[src/sv/advert_replay_filter_core_macros.svh]
// Assertion macros shared by the advert replay filter RTL
`ifndef ADVERT_REPLAY_FILTER_CORE_MACROS_SVH
`define ADVERT_REPLAY_FILTER_CORE_MACROS_SVH

// Same-cycle implication, disabled while in reset
`define ARF_ASSERT_IMPL(lbl, ante, cons) \
  lbl: assert property (@(posedge clk) disable iff (!rst_n) (ante) |-> (cons)) \
    else $error("arf assertion failed");

// Next-cycle implication, disabled while in reset
`define ARF_ASSERT_NEXT(lbl, ante, cons) \
  lbl: assert property (@(posedge clk) disable iff (!rst_n) (ante) |=> (cons)) \
    else $error("arf assertion failed");

`endif

[src/sv/arf_pkg.sv]
// Package: types, constants and codes of the advert replay filter
package arf_pkg;

  localparam int NODE_COUNT        = 32;
  localparam int MIN_PACKET_LENGTH = 24;
  localparam int NODE_IW           = (NODE_COUNT > 1) ? $clog2(NODE_COUNT) : 1;
  localparam int CTR_W             = 32;
  localparam int CFG_IDX_W         = 3;
  localparam int CFG_DATA_W        = 16;

  localparam logic [7:0] AD_MANUFACTURER = 8'hFF;
  localparam logic [7:0] BEACON_LEN      = 8'd4;

  typedef enum logic [2:0] {
    VERD_SCAN    = 3'd0,
    VERD_WINDOW  = 3'd1,
    VERD_FOREIGN = 3'd2,
    VERD_GROUP   = 3'd3,
    VERD_RANGE   = 3'd4,
    VERD_AUTH    = 3'd5,
    VERD_REPLAY  = 3'd6,
    VERD_ACCEPT  = 3'd7
  } verdict_t;

  typedef enum logic [CFG_IDX_W-1:0] {
    REG_GROUP_FILTER   = 3'd0,
    REG_COMPANY_CODE   = 3'd1,
    REG_PROTO_VERSION  = 3'd2,
    REG_ALARM_MASK     = 3'd3,
    REG_DOOR_TYPE_CODE = 3'd4,
    REG_DOOR_OPEN_MASK = 3'd5
  } cfg_idx_t;

  typedef struct packed {
    logic [7:0]        ad_type;
    logic [7:0]        ad_len;
    logic [15:0]       maker_id;
    logic [7:0]        proto_version;
    logic [15:0]       group_id;
    logic [7:0]        node_id;
    logic [7:0]        node_kind;
    logic [CTR_W-1:0]  counter;
    logic              auth_ok;
    logic [7:0]        flags;
    logic signed [7:0] signal_strength;
  } item_t;

  typedef struct packed {
    verdict_t          verdict;
    logic              stop_parsing;
    logic              alarm;
    logic              first_heard;
    logic [7:0]        node_out;
    logic [7:0]        type_out;
    logic signed [7:0] strength_out;
  } res_t;

  typedef struct packed {
    logic [15:0] group_filter;
    logic [15:0] company_code;
    logic [7:0]  protocol_version;
    logic [7:0]  alarm_mask;
    logic [7:0]  door_type_code;
    logic [7:0]  door_open_mask;
  } cfg_t;

  // Counter table update from the check stage
  typedef struct packed {
    logic               wr;
    logic [NODE_IW-1:0] idx;
    logic [CTR_W-1:0]   ctr;
  } upd_t;

endpackage

[src/sv/arf_ifs.sv]
// Channel interfaces: input items, results and configuration writes
interface arf_in_if;
  import arf_pkg::*;
  logic  valid;
  logic  ready;
  item_t data;
  modport source (output valid, output data, input ready);
  modport sink   (input valid, input data, output ready);
endinterface

interface arf_out_if;
  import arf_pkg::*;
  logic valid;
  logic ready;
  res_t data;
  modport source (output valid, output data, input ready);
  modport sink   (input valid, input data, output ready);
endinterface

interface arf_cfg_if;
  import arf_pkg::*;
  logic                  valid;
  logic                  ready;
  logic [CFG_IDX_W-1:0]  index;
  logic [CFG_DATA_W-1:0] data;
  modport source (output valid, output index, output data, input ready);
  modport sink   (input valid, input index, input data, output ready);
endinterface

[src/sv/arf_ram.sv]
// Generic single-write, single-read RAM with registered read data
module arf_ram #(
  parameter int WIDTH = 32,
  parameter int DEPTH = 32
) (
  input  logic                                   clk,
  input  logic                                   wr_en,
  input  logic [((DEPTH > 1) ? $clog2(DEPTH) : 1)-1:0] wr_addr,
  input  logic [WIDTH-1:0]                       wr_data,
  input  logic                                   rd_en,
  input  logic [((DEPTH > 1) ? $clog2(DEPTH) : 1)-1:0] rd_addr,
  output logic [WIDTH-1:0]                       rd_data
);

  logic [WIDTH-1:0] mem_r [DEPTH];
  logic [WIDTH-1:0] rd_data_r;

  always_ff @(posedge clk) begin
    if (wr_en) begin
      mem_r[wr_addr] <= wr_data;
    end
    // read-first: a same-edge write is not seen
    if (rd_en) begin
      rd_data_r <= mem_r[rd_addr];
    end
  end

  assign rd_data = rd_data_r;

endmodule

[src/sv/arf_classify.sv]
// Check stage: classifies one structure against config and the stored counter
module arf_classify (
  input  arf_pkg::item_t            item,
  input  arf_pkg::cfg_t             cfg,
  input  logic [arf_pkg::CTR_W-1:0] stored_ctr,
  input  logic                      stored_vld,
  output arf_pkg::res_t             res,
  output arf_pkg::upd_t             upd
);
  import arf_pkg::*;

  logic     is_mfr;
  logic     is_beacon;
  logic     is_long;
  logic     in_range;
  logic     alarm_hit;
  verdict_t verdict;

  always_comb begin
    is_mfr    = (item.ad_type == AD_MANUFACTURER);
    is_beacon = is_mfr && (item.ad_len == BEACON_LEN);
    is_long   = is_mfr && (item.ad_len >= 8'(MIN_PACKET_LENGTH));
    in_range  = ({1'b0, item.node_id} < 9'(NODE_COUNT));
    alarm_hit = ((item.flags & cfg.alarm_mask) != 8'd0) ||
                ((item.node_kind == cfg.door_type_code) &&
                 ((item.flags & cfg.door_open_mask) != 8'd0));

    verdict = VERD_SCAN;
    if (is_beacon) begin
      verdict = (item.maker_id == cfg.company_code) ? VERD_WINDOW : VERD_FOREIGN;
    end else if (is_long) begin
      if (item.maker_id != cfg.company_code ||
          item.proto_version != cfg.protocol_version) begin
        verdict = VERD_SCAN;
      end else if (cfg.group_filter != 16'd0 && item.group_id != cfg.group_filter) begin
        verdict = VERD_GROUP;
      end else if (!in_range) begin
        verdict = VERD_RANGE;
      end else if (!item.auth_ok) begin
        verdict = VERD_AUTH;
      end else if (stored_vld && item.counter <= stored_ctr) begin
        verdict = VERD_REPLAY;
      end else begin
        verdict = VERD_ACCEPT;
      end
    end

    res.verdict      = verdict;
    res.stop_parsing = (verdict != VERD_SCAN);
    res.alarm        = (verdict == VERD_ACCEPT) && alarm_hit;
    res.first_heard  = (verdict == VERD_ACCEPT) && !stored_vld;
    res.node_out     = 8'd0;
    res.type_out     = 8'd0;
    res.strength_out = 8'sd0;
    if (verdict == VERD_WINDOW || verdict == VERD_ACCEPT) begin
      res.node_out = item.node_id;
      res.type_out = item.node_kind;
    end
    if (verdict == VERD_ACCEPT) begin
      res.strength_out = item.signal_strength;
    end

    upd.wr  = (verdict == VERD_ACCEPT);
    upd.idx = item.node_id[NODE_IW-1:0];
    upd.ctr = item.counter;
  end

endmodule

[src/sv/advert_replay_filter_core.sv]
// Top level: advert classifier and per-node anti-replay counter table
//
//  channel | dir | handshake     | payload
//  in_ch   | in  | valid/ready   | item_t (parsed structure header and verdict inputs)
//  out_ch  | out | valid/ready   | res_t  (verdict, flags, node, type, strength)
//  cfg_ch  | in  | valid/ready   | index (3 bit), data (16 bit)
//
// An item passes from accept to result through the counter RAM read, which is
// registered with the item, then the check, which loads the output register and
// writes the RAM back. A new item is taken every cycle while the output drains;
// a write from the previous item is forwarded past the RAM read.
// Reset clears config, node heard bits and valid flags; RAM needs no clearing.
// A stalled output holds the check stage and then the input.
module advert_replay_filter_core (
  input logic      clk,
  input logic      rst_n,
  arf_in_if.sink   in_ch,
  arf_out_if.source out_ch,
  arf_cfg_if.sink  cfg_ch
);
  import arf_pkg::*;
  `include "advert_replay_filter_core_macros.svh"

  cfg_t                cfg_r;
  logic [NODE_COUNT-1:0] heard_r;
  item_t               s1_item_r;
  logic                s1_vld_r;
  res_t                out_res_r;
  logic                out_vld_r;
  logic                fwd_vld_r;
  logic [NODE_IW-1:0]  fwd_idx_r;
  logic [CTR_W-1:0]    fwd_ctr_r;

  logic               in_acc;
  logic               s1_adv;
  logic [CTR_W-1:0]   ram_rd;
  logic [CTR_W-1:0]   stored_ctr;
  logic [NODE_IW-1:0] s1_idx;
  res_t               res;
  upd_t               upd;
  upd_t               upd_gated;

  assign cfg_ch.ready = 1'b1;

  always_ff @(posedge clk) begin
    if (!rst_n) begin
      cfg_r <= '0;
    end else if (cfg_ch.valid) begin
      unique case (cfg_ch.index)
        REG_GROUP_FILTER:   cfg_r.group_filter     <= cfg_ch.data;
        REG_COMPANY_CODE:   cfg_r.company_code     <= cfg_ch.data;
        REG_PROTO_VERSION:  cfg_r.protocol_version <= cfg_ch.data[7:0];
        REG_ALARM_MASK:     cfg_r.alarm_mask       <= cfg_ch.data[7:0];
        REG_DOOR_TYPE_CODE: cfg_r.door_type_code   <= cfg_ch.data[7:0];
        REG_DOOR_OPEN_MASK: cfg_r.door_open_mask   <= cfg_ch.data[7:0];
        default: ;
      endcase
    end
  end

  assign s1_adv      = s1_vld_r && (!out_vld_r || out_ch.ready);
  assign in_ch.ready = !s1_vld_r || s1_adv;
  assign in_acc      = in_ch.valid && in_ch.ready;
  assign s1_idx      = s1_item_r.node_id[NODE_IW-1:0];

  assign upd_gated.wr  = upd.wr && s1_adv;
  assign upd_gated.idx = upd.idx;
  assign upd_gated.ctr = upd.ctr;

  arf_ram #(
    .WIDTH(CTR_W),
    .DEPTH(NODE_COUNT)
  ) u_ctr_ram (
    .clk     (clk),
    .wr_en   (upd_gated.wr),
    .wr_addr (upd_gated.idx),
    .wr_data (upd_gated.ctr),
    .rd_en   (in_acc),
    .rd_addr (in_ch.data.node_id[NODE_IW-1:0]),
    .rd_data (ram_rd)
  );

  // forward the last write: it may have landed on the edge of this read
  assign stored_ctr = (fwd_vld_r && fwd_idx_r == s1_idx) ? fwd_ctr_r : ram_rd;

  arf_classify u_classify (
    .item       (s1_item_r),
    .cfg        (cfg_r),
    .stored_ctr (stored_ctr),
    .stored_vld (heard_r[s1_idx]),
    .res        (res),
    .upd        (upd)
  );

  always_ff @(posedge clk) begin
    if (!rst_n) begin
      s1_vld_r  <= 1'b0;
      out_vld_r <= 1'b0;
      heard_r   <= '0;
      fwd_vld_r <= 1'b0;
    end else begin
      if (in_acc) begin
        s1_vld_r <= 1'b1;
      end else if (s1_adv) begin
        s1_vld_r <= 1'b0;
      end
      if (s1_adv) begin
        out_vld_r <= 1'b1;
      end else if (out_ch.ready) begin
        out_vld_r <= 1'b0;
      end
      if (upd_gated.wr) begin
        heard_r[upd_gated.idx] <= 1'b1;
        fwd_vld_r              <= 1'b1;
      end
    end
  end

  always_ff @(posedge clk) begin
    if (in_acc) begin
      s1_item_r <= in_ch.data;
    end
    if (s1_adv) begin
      out_res_r <= res;
    end
    if (upd_gated.wr) begin
      fwd_idx_r <= upd_gated.idx;
      fwd_ctr_r <= upd_gated.ctr;
    end
  end

  assign out_ch.valid = out_vld_r;
  assign out_ch.data  = out_res_r;

  `ARF_ASSERT_IMPL(a_wr_only_on_accept, upd_gated.wr, s1_vld_r && res.verdict == VERD_ACCEPT)
  `ARF_ASSERT_NEXT(a_heard_after_wr, upd_gated.wr, heard_r[$past(upd_gated.idx)] && fwd_vld_r)
  `ARF_ASSERT_IMPL(a_hold_on_stall, s1_vld_r && out_vld_r && !out_ch.ready, !in_ch.ready)
  `ARF_ASSERT_IMPL(a_first_is_accept, out_vld_r && out_res_r.first_heard, out_res_r.verdict == VERD_ACCEPT)

endmodule
[src/flat_wrapper.sv]
// flat-port wrapper written by rule: the top's interface ports become plain ports
module advert_replay_filter_core_flat import arf_pkg::*;
  (clk, rst_n, in_ch_valid, in_ch_data, in_ch_ready, out_ch_valid, out_ch_data, out_ch_ready, cfg_ch_valid, cfg_ch_index, cfg_ch_data, cfg_ch_ready);
  arf_in_if in_ch_i ();
  arf_out_if out_ch_i ();
  arf_cfg_if cfg_ch_i ();
  input logic clk;
  input logic rst_n;
  input wire logic [$bits(in_ch_i.valid)-1:0] in_ch_valid;
  input wire logic [$bits(in_ch_i.data)-1:0] in_ch_data;
  output wire logic [$bits(in_ch_i.ready)-1:0] in_ch_ready;
  output wire logic [$bits(out_ch_i.valid)-1:0] out_ch_valid;
  output wire logic [$bits(out_ch_i.data)-1:0] out_ch_data;
  input wire logic [$bits(out_ch_i.ready)-1:0] out_ch_ready;
  input wire logic [$bits(cfg_ch_i.valid)-1:0] cfg_ch_valid;
  input wire logic [$bits(cfg_ch_i.index)-1:0] cfg_ch_index;
  input wire logic [$bits(cfg_ch_i.data)-1:0] cfg_ch_data;
  output wire logic [$bits(cfg_ch_i.ready)-1:0] cfg_ch_ready;
  assign in_ch_i.valid = in_ch_valid;
  assign in_ch_i.data = in_ch_data;
  assign in_ch_ready = in_ch_i.ready;
  assign out_ch_valid = out_ch_i.valid;
  assign out_ch_data = out_ch_i.data;
  assign out_ch_i.ready = out_ch_ready;
  assign cfg_ch_i.valid = cfg_ch_valid;
  assign cfg_ch_i.index = cfg_ch_index;
  assign cfg_ch_i.data = cfg_ch_data;
  assign cfg_ch_ready = cfg_ch_i.ready;
  advert_replay_filter_core u_core (.clk(clk), .rst_n(rst_n), .in_ch(in_ch_i), .out_ch(out_ch_i), .cfg_ch(cfg_ch_i));
endmodule
[config.mk]
export PLATFORM = sky130hd
export DESIGN_NAME = advert_replay_filter_core_flat
export DESIGN_NICKNAME = d
export VERILOG_FILES = /design/src/sv/arf_pkg.sv /design/src/sv/arf_ifs.sv /design/src/sv/arf_ram.sv /design/src/sv/arf_classify.sv /design/src/sv/advert_replay_filter_core.sv /design/src/flat_wrapper.sv
export VERILOG_INCLUDE_DIRS = /design/src /design/src/sv
export SDC_FILE = /design/constraint.sdc
export NUM_CORES = 1
export LEC_CHECK = 0
export BUFFER_PORTS_ARGS = -buffer_cell sky130_fd_sc_hd__buf_2
export CAP_MARGIN = 20
export CORE_MARGIN = 2
export CORE_UTILIZATION = 35
export CTS_BUF_LIST = sky130_fd_sc_hd__clkbuf_2
export DETAILED_ROUTE_END_ITERATION = 7
export PLACE_DENSITY_LB_ADDON = 0.1
export SYNTH_ARGS = -nofsm -noshare
export SYNTH_HDL_FRONTEND = slang
export SYNTH_SLANG_ARGS = --single-unit
[constraint.sdc]
create_clock -name clk -period 6.65 [get_ports clk]
set_input_delay 1.33 -clock clk [delete_from_list [all_inputs] [get_ports clk]]
set_output_delay 1.33 -clock clk [all_outputs]
set_load 0.05 [all_outputs]
; ---- Yosys cells after proc, flatten, opt, wreduce, memory -nomap -nowiden
; Memory sizes are Yosys's and may differ from the RTL's. A register that Yosys moved wholly into a read port is not among the register bits.
; Index checks and enable logic that the tools add are counted.
[op_classes]
n_mux = 19
n_eq_ne = 15
n_lt_le_gt_ge = 5
n_reduce_logical = 33
bitwise = 3
[ops]
columns = operator, n
row1 = $le 32x32->1, 1
row2 = $mux 32, 1
row3 = $ne 16x16->1, 2
row4 = $or 32x32->32, 1
row5 = $and 8x8->8, 2
row6 = $eq 16x16->1, 1
row7 = $reduce_bool 16->1, 1
row8 = $reduce_bool 8->1, 2
row9 = $logic_and 1x1->1, 12
row10 = $mux 3, 4
row11 = $reduce_and 2->1, 6
row12 = $eq 3x3->1 const B, 3
row13 = $mux 1, 9
row14 = $eq 8x3->1 const B, 1
row15 = $eq 8x8->1, 1
row16 = $eq 8x8->1 const B, 1
row17 = $ge 8x5->1 const B, 1
row18 = $lt 8x6->1 const B, 1
row19 = $ne 8x8->1, 1
row20 = $eq 3x1->1 const B, 2
row21 = $eq 3x2->1 const B, 2
row22 = $lt 5x6->1 const B, 1
row23 = $mux 2, 3
row24 = $bmux 1 s5, 1
row25 = 8 further kinds, 15
[word_totals]
in_bits = 145
n_memories = 1
word_cells = 106
mem_bits_rw = 1024
regBits = 287
output_inout_bits = 33
[mem_list]
columns = memory, depth, width, rd, rd_ports_with_merged_regs, write_ports, line
row1 = u_core.u_ctr_ram.mem_r, 32, 32, 1, 1, 1, arf_ram.sv:15  ; logic [WIDTH-1:0] mem_r [DEPTH];

; ---- Logic depth before layout (Yosys ltp)
[logic_depth]
ltp_word = 16
mapped_depth = 17
mapped_depth_nobuf = 12

; ---- Hierarchy
; A second synthesis with hierarchy kept.
[hier_totals]
cells_unflattened = 3230
hier_area_um2 = 53108.4
[by_module_without_submodules]
columns = mod, instances, cells_per_inst, area_each_um2, seq_area_each_um2
row1 = arf_ram, 1, 2260, 40805.4, 31710.4
row2 = advert_replay_filter_core, 1, 689, 10231.1, 7627.3
row3 = arf_classify, 1, 281, 2072.0, 0.0

; ---- Worst setup path before layout
; OpenSTA, ideal clock, no wires.
[synth_timing]
kind = flip-flop to flip-flop
from = register u_core.s1_item_r, in the netlist u_core.s1_idx[1]
to = memory u_core.u_ctr_ram.mem_r[19][0], enable pin
stages_incl_launch_ff = 18
required_ps = 6189
setup_time_ps = 461
setup_slack_ps = 476
arrival_ps = 5713
period_less_slack_ps = 6174
path_buffers = 5
path_cell_list = edfxtp_1 -> buf_6 -> buf_8 -> clkbuf_1 -> xnor2_1 -> nand4_1 -> nor3_2 -> buf_2 -> mux2i_1 -> ha_1 -> nand4_1 -> nor4_1 -> a21boi_0 -> o41a_1 -> o31a_1 -> o21ai_4 -> buf_4 -> nor3_1
[synth_between]
elab_chain_len = 16
word_cells_on_any_way = 19
cone_classes = order compare: 2 / eq/ne: 2 / mux: 12 / reduce/logical: 3
[synth_rtl]
columns = item, line
row1 = start: declaration, advert_replay_filter_core.sv:26  ; item_t s1_item_r;
row2 = start signal: assignment, advert_replay_filter_core.sv:121  ; s1_item_r <= in_ch.data;
row3 = $eq 5x5->1, advert_replay_filter_core.sv:84  ; assign stored_ctr = (fwd_vld_r && fwd_idx_r == s1_idx) ? fwd_ctr_r : ram_rd;
row4 = $logic_and 1x1->1, advert_replay_filter_core.sv:84
row5 = $mux 32, advert_replay_filter_core.sv:84
row6 = $le 32x32->1, arf_classify.sv:41  ; end else if (stored_vld && item.counter <= stored_ctr) begin
row7 = $logic_and 1x1->1, arf_classify.sv:41
row8 = $mux 1, arf_classify.sv:41
row9 = $mux 2, arf_classify.sv:39  ; end else if (!item.auth_ok) begin
row10 = $mux 2, arf_classify.sv:37  ; end else if (!in_range) begin
row11 = $mux 3, arf_classify.sv:35  ; end else if (cfg.group_filter != 16'd0 && item.group_id != cfg.group_filter) begin
row12 = $mux 3, arf_classify.sv:32  ; if (item.maker_id != cfg.company_code ||
row13 = $mux 3, arf_classify.sv:31  ; end else if (is_long) begin
row14 = $mux 3, arf_classify.sv:29  ; if (is_beacon) begin
row15 = $eq 3x3->1, arf_classify.sv:63  ; upd.wr = (verdict == VERD_ACCEPT);
row16 = $logic_and 1x1->1, advert_replay_filter_core.sv:66  ; assign upd_gated.wr = upd.wr && s1_adv;
row17 = $mux 1, arf_ram.sv:19  ; if (wr_en) begin
row18 = $mux 1 (not written as such), arf_ram.sv:20  ; mem_r[wr_addr] <= wr_data;
row19 = end: declaration, arf_ram.sv:15
; Parallel ways exist; a longest one is shown, timed or not. The select of a mux whose other input is x is not followed.

; ---- Final worst setup path
[layout_timing]
from = register u_core.s1_item_r, in the netlist u_core.s1_idx[2]
to = memory u_core.u_ctr_ram.mem_r[8][24], enable pin
; The elaborated chain is that of the path after synthesis.

==> out/metrics.cfg <==
[global_route]
grt_max_degree = 118
antenna_found_initial = 19
grt_pass1_vias = 29100
grt-ovfl-total = 0
grt_pass1_wl_mm = 210
gr-usage-all-layers_pct = 19.5

[sta]
rsz0062_at_grt = false
fin_ws_ns = 1.06
worst_slew_pin_slew_ns = 1.11
slew_viol_final = 0
setup_violations = 0
post-route-period-util_pct = 84.1
setup_tns_ns = 0
fin_skew_ns = 0.147
fmax_mhz = 179
min_period_ns = 5.59
hold_violations = 0
hold_ws_ns = 0.282
slew-limit-headroom_pct = 25.5

[power]
swShare_pct = 25.5
vdd_drop_max_mv = 0.140
power_switching_mw = 4.09
clkPwrFrac_pct = 35.2
leakage_nw = 20.1
internal_power_mw = 11.9
combPwrFrac_pct = 6.4
powerDensity_nw_per_um2 = 267
power_frac_seq_pct = 58.4

[final_layout]
nets = 3362
num-fill-cells = 13400
syn_to_final_growth_pct = 16.2
post-route-util_pct = 40.8
multi_input_area_um2 = 11900
regArea_um2 = 39300
final_area_um2 = 60200
drive_gt1_share_pct = 36.0

[yosys]
synth_cell_types = 53
yosysMostFrequentCell = edfxtp_1
synth_warnings = 0
synth_seq_cells = 1343
postSynth.asyncResetShare_pct = 0
synth_top_flop_cell = edfxtp_1
ys_seq_area_share_pct = 76.0
synth_edf_count = 1244
synthCells = 2510
ys_top_cells_by_count = 1,244 x edfxtp_1, 320 x mux4_2, 184 x nand2_1
yosysTopAreaCell = edfxtp_1
avgSynthCellArea_um2 = 20.6
synth.area.top_cells = edfxtp_1 72%, mux4_2 14%, dfxtp_1 3.8%
syn_nets = 2687
synth_area_um2 = 51800
post-synth-top-area-fraction_pct = 72.2

[worst_setup_path]
end_kind = flip-flop
crit_top_cell = nand4_1
crit_required_ns = 7.80
crit_path_start_kind = flip-flop
criticalPathCategory = reg2reg
cp.depth = 13
crit_family = simple AND/OR/NAND/NOR gates
path_cells = xnor2_1 > nand4_1 > nor3_4 > buf_4 > mux2i_1 > ha_1 > nand4_1 > nor4_1 > nand3_1 > o311ai_0 > nand4_2 > o21ai_0 > inv_2
critPathMaxFanout = 32
slowest_delay_ns = 0.94
reg2regPathDepth = 13
worst-path-buf-inv = 2
slowest_stage = o21ai_0
worstPathArrival_ns = 6.74

[clocking]
clk_pin_slew_ns = 0.10
post_cts_buffers = 0
root_buffer = clkbuf_2
clkLatencyLatePin_ns = 1.67
cts_tree = yes
clock-sinks = 1343
cts_buffers = 372
clk_path_buf_depth = 4
cts_resized = 0
hold_buffers = 140
cts.htree.levels = 5

[die]
die_width_um = 389
start_util_pct = 35.1
dieHeight_um = 389
core_area_um2 = 147000
dieArea_um2 = 151000
rows = 141
ios = 178

[run]
maxCapViolations = 0

[route]
drt.antenna.violating_nets = 0
num_vias = 27300
dr.first_iter.drc_count = 2180
routedWlPerCell_um = 27.3
firstDrtPassIters = 5
drc_errors = 0
post_drt_via_cell_ratio = 5.07
detail_route.wirelength_mm = 147

[placed_design]
dpl_cell_area_um2 = 55600
dp_hpwl_mm = 94.7
io_buffers = 176
pre_cts_slack_ns = 1.27
gp_congestion = 0.795

[hold_path]
hp-class = in2reg
hold_path_depth = 1

[status]
outcome = complete, no violations

-- cells by family (layout without fill, tap and decap cells) --
| logic type | Yosys count | count (layout) | synth area share (%) |
|---|---|---|---|
| DFF | 1343 | 1343 | 76.0 |
| and+or+nand+nor | 383 | 383 | 3.45 |
| adders and majority gates | 32 | 32 | 0.773 |
| xor gates and xnor gates | 53 | 53 | 0.897 |
| other | 1 | 10 | 0.00724 |
| muxes | 400 | 400 | 15.5 |
| AOI/OAI and AO/OA | 155 | 155 | 2.05 |
| buffers and inverters | 143 | 1074 | 1.28 |
-- per-stage QoR --
step	total power, mW	instances
3_3_place_gp	10.5	4599
5_1_grt	16.8	5377
6_report	16.0	5380
3_5_place_dp	10.5	4599
2_1_floorplan	10.1	2510
4_1_cts	16.3	5369
-- registers in the layout, summed over array words and instances (netlist names) --
name	cells
u_core.cfg_r	64
u_core.fwd_ctr_r	32
u_core.fwd_idx_r	5
u_core.fwd_vld_r	1
u_core.heard_r	32
u_core.out_ch.data	30
u_core.out_ch.valid	1
u_core.s1_idx	5
u_core.s1_item_r	116
u_core.s1_vld_r	1
u_core.u_ctr_ram.mem_r	1024
u_core.u_ctr_ram.rd_data	32
-- final timing paths --
kind / from / endpoint / slack, ns
hold / removal: in_ch_data[60] / u_core.s1_idx[3] / 0.28
setup reg to reg: u_core.s1_idx[2] / u_core.u_ctr_ram.mem_r[8][24] / 1.06
hold reg to reg: u_core.heard_r[9] / u_core.heard_r[9] / 0.46
setup / recovery: u_core.s1_idx[2] / u_core.u_ctr_ram.mem_r[8][24] / 1.06
-- worst register-to-register path: cells and delay by family (launching register included) --
family / cells / cell delay [ns]
buffers and inverters: 2 / 1.14
AO/OA/AOI/OAI: 2 / 1.10
multiplexers: 1 / 0.18
AND/OR/NAND/NOR: 6 / 1.47
XOR/XNOR: 1 / 0.25
flip-flops: 1 / 0.62
adder cells (fa/ha/maj): 1 / 0.35
-- cell usage in the layout, fill, tap and decap left out, types with 4 or more instances in the layout --
cell type         n
a21oi_1          16
and2_1           22
buf_2           172
diode_2           9
mux2i_1          47
nor3_2           31
nand2b_1          6
dfxtp_1          99
dlygate4sd3_1   140
ha_1             32
nand4_1          15
nor2b_1          10
clkinv_1         74
nor2_1           31
clkbuf_2        530
xnor2_1           4
xor2_1           49
nand3_1          39
mux4_2          320
mux2_2           33
inv_1            14
inv_2             8
a21boi_0         67
nor3_1            9
edfxtp_1       1244
buf_4           104
a22oi_1          11
buf_12            7
nor4_1           18
nand2_1         184
o21ai_0          37
clkinv_2         17
-- cell type report --
class	instances	share of cell area (%)
Sequential cell	1343	65.4
Antenna cell	9	0.0374
Multi-Input combinational cell	1024	19.8
Inverter	16	0.0998
Clock buffer	530	4.41
Timing Repair Buffer	428	5.45
Clock inverter	100	0.790
Tap cell	1930	4.01
-- power groups by stage --
stage / Sequential, mW / Clock (mW) / Combinational (mW)
after floorplan: 9.61 / 0 / 0.468
after global placement: 9.56 / 0 / 0.970
after detailed placement: 9.56 / 0 / 0.978
after CTS: 9.37 / 5.90 / 1.05
after global routing: 9.37 / 6.31 / 1.10
final: 9.37 / 5.64 / 1.03
-- per-layer routing --
layer	global-route usage [%]	up-vias	routed length, um	part of all wire (%)
li1	-	11800	-	-
met1	27.0	14400	65800	45
met2	31.3	824	70500	48
met3	4.04	249	7660	5.2
met4	5.51	2	2900	2.0
met5	0	-	13	0.0088
Power figures use the tool's default switching activity.
